## config.mk

```make
export PLATFORM = sky130hd
export DESIGN_NAME = seven_segment_scan_formatter_core
export DESIGN_NICKNAME = d
export VERILOG_FILES = /design/src/sv/sssf_pkg.sv /design/src/sv/sssf_scale.sv /design/src/sv/seven_segment_scan_formatter_core.sv
export SDC_FILE = /design/constraint.sdc
export NUM_CORES = 1
export LEC_CHECK = 0
export BUFFER_PORTS_ARGS = -buffer_cell sky130_fd_sc_hd__buf_2
export CORE_MARGIN = 2
export CORE_UTILIZATION = 59
export CTS_BUF_LIST = sky130_fd_sc_hd__clkbuf_4
export DETAILED_ROUTE_END_ITERATION = 12
export HOLD_SLACK_MARGIN = 0.03
export PLACE_DENSITY_LB_ADDON = 0.2
export SYNTH_ARGS = -nofsm -noshare
export SYNTH_HDL_FRONTEND = slang
export SYNTH_SLANG_ARGS = --single-unit
```

## constraint.sdc

```tcl
create_clock -name clk -period 10.1 [get_ports clk]
set_input_delay 1.01 -clock clk [delete_from_list [all_inputs] [get_ports clk]]
set_output_delay 1.01 -clock clk [all_outputs]
set_load 0.005 [all_outputs]
```

## src/sv/sssf_pkg.sv

```systemverilog
// Shared types, constants and segment table for the seven-segment scan formatter.
`timescale 1ns / 1ps

package sssf_pkg;

  localparam int unsigned NUM_DIGITS = 4;
  localparam int unsigned POS_W = $clog2(NUM_DIGITS);

  localparam logic [16:0] ANGLE_MAX = 17'd99999;
  localparam logic [9:0]  TEMP_MAX  = 10'd999;
  localparam logic [3:0]  GLYPH_DEGREE = 4'd10;

  // floor(x / d) = (x * k) >> s, exact for x below 2^17
  localparam logic [17:0] RECIP_10  = 18'd209716;
  localparam logic [17:0] RECIP_100 = 18'd167773;
  localparam logic [17:0] RECIP_1K  = 18'd134218;
  localparam logic [17:0] RECIP_10K = 18'd107375;
  localparam logic [4:0]  SHIFT_10  = 5'd21;
  localparam logic [4:0]  SHIFT_100 = 5'd24;
  localparam logic [4:0]  SHIFT_1K  = 5'd27;
  localparam logic [4:0]  SHIFT_10K = 5'd30;

  typedef enum logic [2:0] {
    DIV_1,
    DIV_10,
    DIV_100,
    DIV_1K,
    DIV_10K
  } div_sel_t;

  typedef struct packed {
    logic             mode;
    logic             show;
    logic [POS_W-1:0] pos;
  } ctl_t;

  typedef struct packed {
    logic [16:0] quot;
    logic        dp;
    logic        degree;
  } scaled_t;

  function automatic logic [6:0] seg_code(input logic [3:0] glyph);
    logic [6:0] seg;
    case (glyph)
      4'd0:    seg = 7'h3F;
      4'd1:    seg = 7'h06;
      4'd2:    seg = 7'h5B;
      4'd3:    seg = 7'h4F;
      4'd4:    seg = 7'h66;
      4'd5:    seg = 7'h6D;
      4'd6:    seg = 7'h7D;
      4'd7:    seg = 7'h07;
      4'd8:    seg = 7'h7F;
      4'd9:    seg = 7'h6F;
      4'd10:   seg = 7'h63;
      default: seg = 7'h3F;
    endcase
    return seg;
  endfunction

endpackage

```

## src/sv/sssf_scale.sv

```systemverilog
// Magnitude, range selection and scaling of the value behind the current digit.
`timescale 1ns / 1ps

module sssf_scale
  import sssf_pkg::*;
(
  input  logic        [17:0] angle_centi,
  input  logic        [14:0] temp_deci,
  input  ctl_t               ctl,
  output scaled_t            scaled
);

  logic [17:0] angle_mag;
  logic [16:0] angle_sat;
  logic [9:0]  temp_sat;
  logic [16:0] value;
  div_sel_t    div_sel;
  logic        dp;
  logic        degree;
  logic [17:0] recip;
  logic [4:0]  shift;
  logic [34:0] prod;

  always_comb begin
    angle_mag = angle_centi[17] ? (~angle_centi + 18'd1) : angle_centi;
    angle_sat = (angle_mag > {1'b0, ANGLE_MAX}) ? ANGLE_MAX : angle_mag[16:0];
    if (temp_deci[14]) begin
      temp_sat = '0;
    end else if (temp_deci[13:0] > {4'd0, TEMP_MAX}) begin
      temp_sat = TEMP_MAX;
    end else begin
      temp_sat = temp_deci[9:0];
    end

    dp = 1'b0;
    degree = 1'b0;
    div_sel = DIV_1;
    if (!ctl.mode) begin
      value = angle_sat;
      if (ctl.pos == POS_W'(NUM_DIGITS - 1)) begin
        degree = 1'b1;
      end else if (angle_sat < 17'd1000) begin
        case (ctl.pos)
          2'd0:    begin div_sel = DIV_100; dp = 1'b1; end
          2'd1:    div_sel = DIV_10;
          default: div_sel = DIV_1;
        endcase
      end else if (angle_sat < 17'd10000) begin
        case (ctl.pos)
          2'd0:    div_sel = DIV_1K;
          2'd1:    begin div_sel = DIV_100; dp = 1'b1; end
          default: div_sel = DIV_10;
        endcase
      end else begin
        case (ctl.pos)
          2'd0:    div_sel = DIV_10K;
          2'd1:    div_sel = DIV_1K;
          default: div_sel = DIV_100;
        endcase
      end
    end else begin
      value = {7'd0, temp_sat};
      case (ctl.pos)
        2'd1:    begin div_sel = DIV_10; dp = 1'b1; end
        2'd2:    div_sel = DIV_1;
        default: div_sel = DIV_100;
      endcase
    end

    case (div_sel)
      DIV_10:  begin recip = RECIP_10;  shift = SHIFT_10;  end
      DIV_100: begin recip = RECIP_100; shift = SHIFT_100; end
      DIV_1K:  begin recip = RECIP_1K;  shift = SHIFT_1K;  end
      DIV_10K: begin recip = RECIP_10K; shift = SHIFT_10K; end
      default: begin recip = 18'd1;     shift = 5'd0;      end
    endcase

    prod = 35'(value) * 35'(recip);
    scaled.quot = 17'(prod >> shift);
    scaled.dp = dp;
    scaled.degree = degree;
  end

endmodule

```

## src/sv/seven_segment_scan_formatter_core.sv

```systemverilog
// Top level of the four-digit seven-segment scan formatter.
//
//   channel  | dir | fields (low bit first)
//   s_*      | in  | angle_centi[17:0], temp_deci[32:18], zero pad to 40
//   m_*      | out | digit_enable[3:0], segments[10:4], decimal_point[11], glyph[15:12]
//   cfg_*    | in  | index 0 mode, 1 enable, 2 flash enable, 3 flash period
//
// One word per cycle while m_* is not stalled; a taken word is registered in stage 1,
// then stage 2, then on m_* in stage 3. Flash state advances when a word is taken, scan
// state when a shown word is taken; scaling and digit extraction run in stages 2 and 3.
// Each stage holds while the one after it is full and stalled; bubbles close up.
// rst clears control state and loads the register defaults.
`timescale 1ns / 1ps

module seven_segment_scan_formatter_core
  import sssf_pkg::*;
(
  input  logic        clk,
  input  logic        rst,
  input  logic        s_tvalid,
  output logic        s_tready,
  input  logic [39:0] s_tdata,   // angle_centi, temp_deci
  output logic        m_tvalid,
  input  logic        m_tready,
  output logic [15:0] m_tdata,   // digit_enable, segments, decimal_point, glyph
  input  logic        cfg_we,
  input  logic [1:0]  cfg_addr,
  input  logic [15:0] cfg_wdata
);

  typedef enum logic [1:0] {
    REG_VIEW_MODE      = 2'd0,
    REG_DISPLAY_ENABLE = 2'd1,
    REG_FLASH_ENABLE   = 2'd2,
    REG_BLINK_PERIOD   = 2'd3
  } reg_idx_t;

  logic             view_mode;
  logic             display_enable;
  logic             flash_enable;
  logic [15:0]      blink_period;
  logic [POS_W-1:0] angle_scan_pos;
  logic [POS_W-1:0] temp_scan_pos;
  logic [15:0]      tick_count;
  logic             blank_phase;

  logic             blank_phase_next;
  logic [15:0]      tick_count_next;
  logic [POS_W-1:0] angle_scan_pos_next;
  logic [POS_W-1:0] temp_scan_pos_next;
  logic [16:0]      tick_inc;
  logic [15:0]      period;
  logic [POS_W-1:0] temp_pos;
  ctl_t             ctl_in;
  logic             accept;

  logic        v1;
  logic [17:0] angle1;
  logic [14:0] temp1;
  ctl_t        ctl1;

  logic    v2;
  ctl_t    ctl2;
  scaled_t scaled;
  scaled_t scaled2;

  logic        rdy2;
  logic        rdy3;
  logic [34:0] prod10;
  logic [13:0] quot10;
  logic [16:0] rem;
  logic [3:0]  glyph;

  assign rdy3 = !m_tvalid || m_tready;
  assign rdy2 = !v2 || rdy3;
  assign s_tready = !v1 || rdy2;
  assign accept = s_tvalid && s_tready;

  always_comb begin
    period = (blink_period == 16'd0) ? 16'd1 : blink_period;
    if (flash_enable) begin
      blank_phase_next = (tick_count == 16'd0) ? !blank_phase : blank_phase;
    end else begin
      blank_phase_next = 1'b0;
    end
    tick_inc = {1'b0, tick_count} + 17'd1;
    tick_count_next = (tick_inc >= {1'b0, period}) ? 16'd0 : tick_inc[15:0];

    temp_pos = (temp_scan_pos > POS_W'(2)) ? '0 : temp_scan_pos;
    ctl_in.mode = view_mode;
    ctl_in.show = display_enable && !blank_phase_next;
    ctl_in.pos  = view_mode ? temp_pos : angle_scan_pos;

    angle_scan_pos_next = angle_scan_pos;
    temp_scan_pos_next  = temp_scan_pos;
    if (ctl_in.show) begin
      if (!view_mode) begin
        angle_scan_pos_next = angle_scan_pos + POS_W'(1);
      end else begin
        temp_scan_pos_next = (temp_pos >= POS_W'(2)) ? '0 : temp_pos + POS_W'(1);
      end
    end
  end

  always_ff @(posedge clk) begin
    if (rst) begin
      view_mode      <= 1'b0;
      display_enable <= 1'b0;
      flash_enable   <= 1'b0;
      blink_period   <= 16'd100;
    end else if (cfg_we) begin
      case (cfg_addr)
        REG_VIEW_MODE:      view_mode      <= cfg_wdata[0];
        REG_DISPLAY_ENABLE: display_enable <= cfg_wdata[0];
        REG_FLASH_ENABLE:   flash_enable   <= cfg_wdata[0];
        REG_BLINK_PERIOD:   blink_period   <= cfg_wdata;
        default: ;
      endcase
    end
  end

  always_ff @(posedge clk) begin
    if (rst) begin
      angle_scan_pos <= '0;
      temp_scan_pos  <= '0;
      tick_count     <= '0;
      blank_phase    <= 1'b0;
    end else if (accept) begin
      angle_scan_pos <= angle_scan_pos_next;
      temp_scan_pos  <= temp_scan_pos_next;
      tick_count     <= tick_count_next;
      blank_phase    <= blank_phase_next;
    end
  end

  // stage 1: input word and scan control
  always_ff @(posedge clk) begin
    if (rst) begin
      v1 <= 1'b0;
    end else if (s_tready) begin
      v1 <= s_tvalid;
    end
    if (accept) begin
      angle1 <= s_tdata[17:0];
      temp1  <= s_tdata[32:18];
      ctl1   <= ctl_in;
    end
  end

  sssf_scale u_scale (
    .angle_centi (angle1),
    .temp_deci   (temp1),
    .ctl         (ctl1),
    .scaled      (scaled)
  );

  // stage 2: scaled value
  always_ff @(posedge clk) begin
    if (rst) begin
      v2 <= 1'b0;
    end else if (rdy2) begin
      v2 <= v1;
    end
    if (rdy2) begin
      ctl2    <= ctl1;
      scaled2 <= scaled;
    end
  end

  always_comb begin
    prod10 = 35'(scaled2.quot) * 35'(RECIP_10);
    quot10 = prod10[34:21];
    rem    = scaled2.quot - ({quot10, 3'b000} + {2'b00, quot10, 1'b0});
    glyph  = scaled2.degree ? GLYPH_DEGREE : rem[3:0];
  end

  // stage 3: result word
  always_ff @(posedge clk) begin
    if (rst) begin
      m_tvalid <= 1'b0;
    end else if (rdy3) begin
      m_tvalid <= v2;
    end
    if (rdy3) begin
      if (ctl2.show) begin
        m_tdata <= {glyph, scaled2.dp, seg_code(glyph), 4'(4'b0001 << ctl2.pos)};
      end else begin
        m_tdata <= '0;
      end
    end
  end

endmodule

```

Yosys cells after proc, flatten, opt, wreduce, memory -nomap -nowiden

Memory sizes are Yosys's and may differ from the RTL's. A register that Yosys moved wholly into a read port is not among the register bits.
Index checks and enable logic that the tools add are counted.

Register bits: 118
Memory bits (read-only): 112
Output and inout bits: 18
Word-level logic and storage cells: 103
Memories kept: 1

$add $sub $neg: 6
$mul: 2
$lt $le $gt $ge: 7
Equality and inequality tests: 10
Shifts and indexed selects: 2
Multiplexer cells: 30
Bitwise logic cells: 2
Reductions and logical operators: 21

Memory list:

| memory          | words | width | rd ports | clocked after memory_dff | wr ports | RTL line       | text |
|---|---|---|---|---|---|---|---|
| (no name shown) | 16    | 7     | 1        | 1                        | 0        | sssf_pkg.sv:45 | `case (glyph)` |

Operator list:

| operator                 | number |
|---|---|
| $pmux W18 S4             | 1 |
| $mul A17 B18 Y35         | 1 |
| $shr A35 B5 Y17          | 1 |
| $mux W17                 | 2 |
| $logic_not A16 Y1        | 2 |
| $mux W16                 | 2 |
| $mul A17 B16 Y22 const B | 1 |
| $mux W10                 | 2 |
| $pmux W5 S4              | 1 |
| $add A18 B1 Y18 const B  | 1 |
| $gt A18 B17 Y1 const B   | 1 |
| $mux W18                 | 1 |
| $not A18 Y18             | 1 |
| $add A16 B1 Y17 const B  | 1 |
| $ge A17 B16 Y1           | 1 |
| $lt A17 B10 Y1 const B   | 1 |
| $lt A17 B14 Y1 const B   | 1 |
| $gt A14 B10 Y1 const B   | 1 |
| $mux W3                  | 4 |
| $pmux W2 S2              | 3 |
| $mux W1                  | 9 |
| $eq A2 B2 Y1 const B     | 4 |
| $reduce_and A2 Y1        | 4 |
| $eq A3 B2 Y1 const B     | 2 |
| 18 further kinds         | 32 |

Logic depth before layout (Yosys ltp)

Word-level depth: 14
Depth in mapped cells: 41
Mapped depth without buffers: 38

Cells and area by module

Synthesis repeated with hierarchy kept, for this count alone.

Cells, all modules: 2141
Area total of the unflattened synthesis: 19553.8 µm²

Modules (own cells, without submodules):

| module                            | instances | cells each | area each (µm²) | seq. area each (µm²) |
|---|---|---|---|---|
| sssf_scale                        | 1         | 1336       | 10988.0         | 0.0 |
| seven_segment_scan_formatter_core | 1         | 805        | 8565.7          | 3113.0 |

Least setup slack after synthesis

Ideal clock, no wire load.

Path kind: register -> register
Start point: register angle1[0]
End point: register scaled2[3] (netlist bit) (data pin)
Setup time: 0.261 ns
Data arrival time: 9.619 ns
Setup slack: 0.220 ns
Stages on the path, launching flop included: 38
Path buffers: 3
Clock period less this slack: 9.880 ns
Cell sequence: edfxtp_1 > inv_1 > ha_1 > or3b_2 > clkbuf_1 > o41ai_4 > xor2_2 > o311a_1 > or2_2 > clkbuf_1 > a221oi_2 > o21ai_2 > nor2_1 > o21ai_2 > clkbuf_1 > a21oi_1 > fa_1 > inv_1 > [2 not listed] > inv_1 > fa_1 > inv_1 > fa_1 > fa_1 > inv_1 > ha_1 > a21oi_1 > o21ai_0 > a31oi_1 > o211ai_1 > a31o_2 > a21o_1 > nand4_1 > nand4b_1 > mux2_1 > a211o_1 > a221o_1

RTL lines:

| element                | RTL line                                 | text |
|---|---|---|
| from (decl)            | seven_segment_scan_formatter_core.sv:58  | `logic [17:0] angle1;` |
| from (signal assigned) | seven_segment_scan_formatter_core.sv:144 | `angle1 <= s_tdata[17:0];` |
| to (signal assigned)   | seven_segment_scan_formatter_core.sv:166 | `scaled2 <= scaled;` |
| to (decl)              | seven_segment_scan_formatter_core.sv:65  | `scaled_t scaled2;` |

==> metrics <==
Final period util=98.4%; Post-Syn Instances=2069; Yosys cell types=87; Initial DRT Pass Iterations=5; htree depth=4; clock latency on the worst-skew pair=roughly 0.53 ns; Worst-Margin Slew=approximately 1.2 ns; largest net degree at the start of global routing=44; final hold violation count=0; Die Span X=184 microns; Avg WL per Cell=about 18 microns; hpwl dp=roughly 41000 microns; crit-path max cell delay=roughly 0.58 ns; sequential fraction of the synthesis area=around 16%; Worst EP required=10.37 ns; row count=65; Initial Utilization=between 60% and 70%; Mapped Area=19000 sq um; Worst Hold Class=flop to flop; share of cells above drive strength 1=a little under a fifth; post-layout util=between 70% and 80%; clock root cell=clkbuf_4; first-pass GRT wire length=just under 80000 microns; die height=about 180 microns; clock slew at reported path FFs=between 0.1 and 0.15 ns; placed insts=2693; CTS tree=yes; Final setup viols=0; CORE AREA=between 30000 and 40000 sq um; final worst slack=0.163 ns; Post-synth EDFFs=75; slew margin rel.=a little over a fifth; CTS Buf Count=17; # nets final=2927; Mapped Nets=~2700; worst endpoint data arrival time=10.20 ns; syn avg cell area=around 9 sq um; initial antenna violation count=1; crit path kind=flop to flop; Synth Flop Type=edfxtp_1; Yosys reg bits=approximately 120; Overflow after GRT=0; Post-synth ARST share=0%; Reg2Reg Depth=36; antenna viol nets, final=0; Startpoint Class=flop; io pins=between 80 and 90; IO buf count=73; CTS Sinks=between 100 and 150; Fmax=101 MHz; number of vias per cell=5.62; routed wire length=roughly 50000 microns; initial drt markers=about 1100; Min Clock Period, post-route=9.94 ns; DRC=0; DR vias=about 15000; vias in the first global route=between 15000 and 20000; synth warn=0; die area=about 34000 sq um; Longest Clk Path Bufs=2; cell mode on critical path=fa_1; crit path max fanout=5; Area Growth Syn to Fin=16.8%; Worst setup EP type=flop; hold depth=0; clock skew=slightly below 0.04 ns; MaxCap Viol Count=0; gpl congestion=approximately 1.0; Slew Limit Fails=0; Tot GR Track Use=a little under a third; status=finished clean; post-route insts no fill=2746; pre-CTS setup slack=-0.0185 ns; Slowest cell on crit path=or4b_4
[stage by stage]
stage / hold slack [ns] / cell area, sq um / setup TNS, ns
finish: 0.435 / 22200 / 0
global route: 0.452 / 22200 / -0.0888
CTS: 0.437 / 21500 / 0
detailed placement: 0.408 / 21200 / -0.0185
global placement: 0.403 / 21200 / 0
floorplan: 0.400 / 19000 / 0
[cell usage after synthesis, types with 4 or more instances]
master    number  area share [%]
o211ai_1      11            0.43
ha_1         262              17
nand4_1       14            0.46
a21oi_1       93             2.4
o21bai_1       5            0.20
fa_1         272              29
mux2i_1        9            0.47
edfxtp_1      75              12
a21o_1        19            0.75
buf_1          4           0.079
nand3_1       28            0.74
nand3b_1       4            0.16
nor3_1        27            0.71
a211oi_1      13            0.51
and3_1        10            0.33
a41o_1         4            0.21
a21boi_0       5            0.20
o22ai_1        5            0.16
a31oi_1        4            0.13
xor2_1        26             1.2
xnor2_1       48             2.2
buf_2          7            0.18
nand2b_1       8            0.26
and2_1         6            0.20
or2_2          7            0.23
a211o_1        6            0.28
nand2_1      137             2.7
o21ai_0       42             1.1
o21a_1        16            0.63
inv_1        464             9.2
nor2b_1       12            0.39
a221oi_1       6            0.28
a22oi_1       12            0.47
o31ai_1       11            0.43
nor4_1         8            0.26
dfxtp_1       43             4.5
clkbuf_1      43            0.85
nor2_1       207             4.1
or3_1         11            0.36
a32oi_1        4            0.18
o31a_1        10            0.46
[cell type report]
type	count	area, sq um
clock buffers	17	128
clock inverters	15	134
inverters	465	1750
well taps	402	503
diodes	1	2.50
multi-input cells	1429	14400
repair buffers	299	2180
flip-flops and latches	118	3110
fillers	2422	9420
[layer usage]
layer | global-route usage [%] | wire, microns | share of wire, % | vias to the layer above
li1 | - | - | - | 7235
met1 | 39.5 | 20200 | 41 | 7545
met2 | 50.8 | 23800 | 48 | 554
met3 | 7.25 | 4250 | 8.5 | 109
met4 | 7.20 | 1520 | 3.1 | 0
met5 | 0 | 0 | 0 | -
[state kept, by name, indices dropped and copies added, names as in the netlist, 3 cells and up]
signal,flops
temp1,15
m_tdata,16
ctl2,3
tick_count,16
ctl1,4
angle1,18
blink_period,16
scaled2,19
[layout by cell type, fill, tap and decap left out, types with 8 or more instances in the layout]
cell,count
inv_1,457
fa_1,266
ha_1,256
buf_4,214
nor2_1,193
nand2_1,132
edfxtp_1,75
a21oi_1,73
buf_2,73
xnor2_1,45
dfxtp_1,43
o21ai_0,35
nand3_1,26
nor3_1,26
xor2_1,25
a21o_1,19
clkbuf_4,17
o21a_1,15
nand4_1,14
a21oi_2,14
nor2b_1,12
nor2_2,12
a211oi_1,12
a22oi_1,12
or3_1,11
o211ai_1,11
o31a_1,10
o31ai_1,10
mux2i_1,9
nor4_1,8
[critical path, delay by kind of cell, from the launching register on]
family                   cells  cell delay, ns
adder cells (fa/ha/maj)      7            3.25
AO/OA/AOI/OAI               13            2.65
AND/OR/NAND/NOR              5            1.81
buffers and inverters        9            1.08
flip-flops                   1            0.45
multiplexers                 1            0.31
XOR/XNOR                     1            0.16
[cell families (layout without fill, tap and decap cells)]
kind of cell / after synthesis / after routing / share of synthesized area (%)
fa+ha+maj: 534 / 534 / 45.9
simple gates: 501 / 501 / 12.1
buf+inv: 522 / 796 / 10.5
flops: 118 / 118 / 16.4
mux: 13 / 13 / 0.710
xor+xnor: 75 / 75 / 3.49
compound gates: 306 / 306 / 11.0
other cells: 0 / 1 / 0
[worst paths after layout]
path | startpoint | endpoint | slack, ns
min reg2reg | ctl1[2] | ctl2[2] | 0.43
min | ctl1[2] | ctl2[2] | 0.43
max reg2reg | angle1[0] | scaled2[3] | 0.16
max | angle1[0] | scaled2[3] | 0.16
[timing repair]
item | in CTS | in global routing
gates resized for setup | 2 | 123
pin swaps | 0 | 47
setup buffers | 0 | 16
hold buffers | 0 | 0
endpoints found under the setup margin | 4 | 14
endpoints found under the hold margin | 0 | 0
cloned | 0 | 4
Power is not shown: default switching activity piles up to over one toggle a cycle in this logic, so the estimate is an artifact.
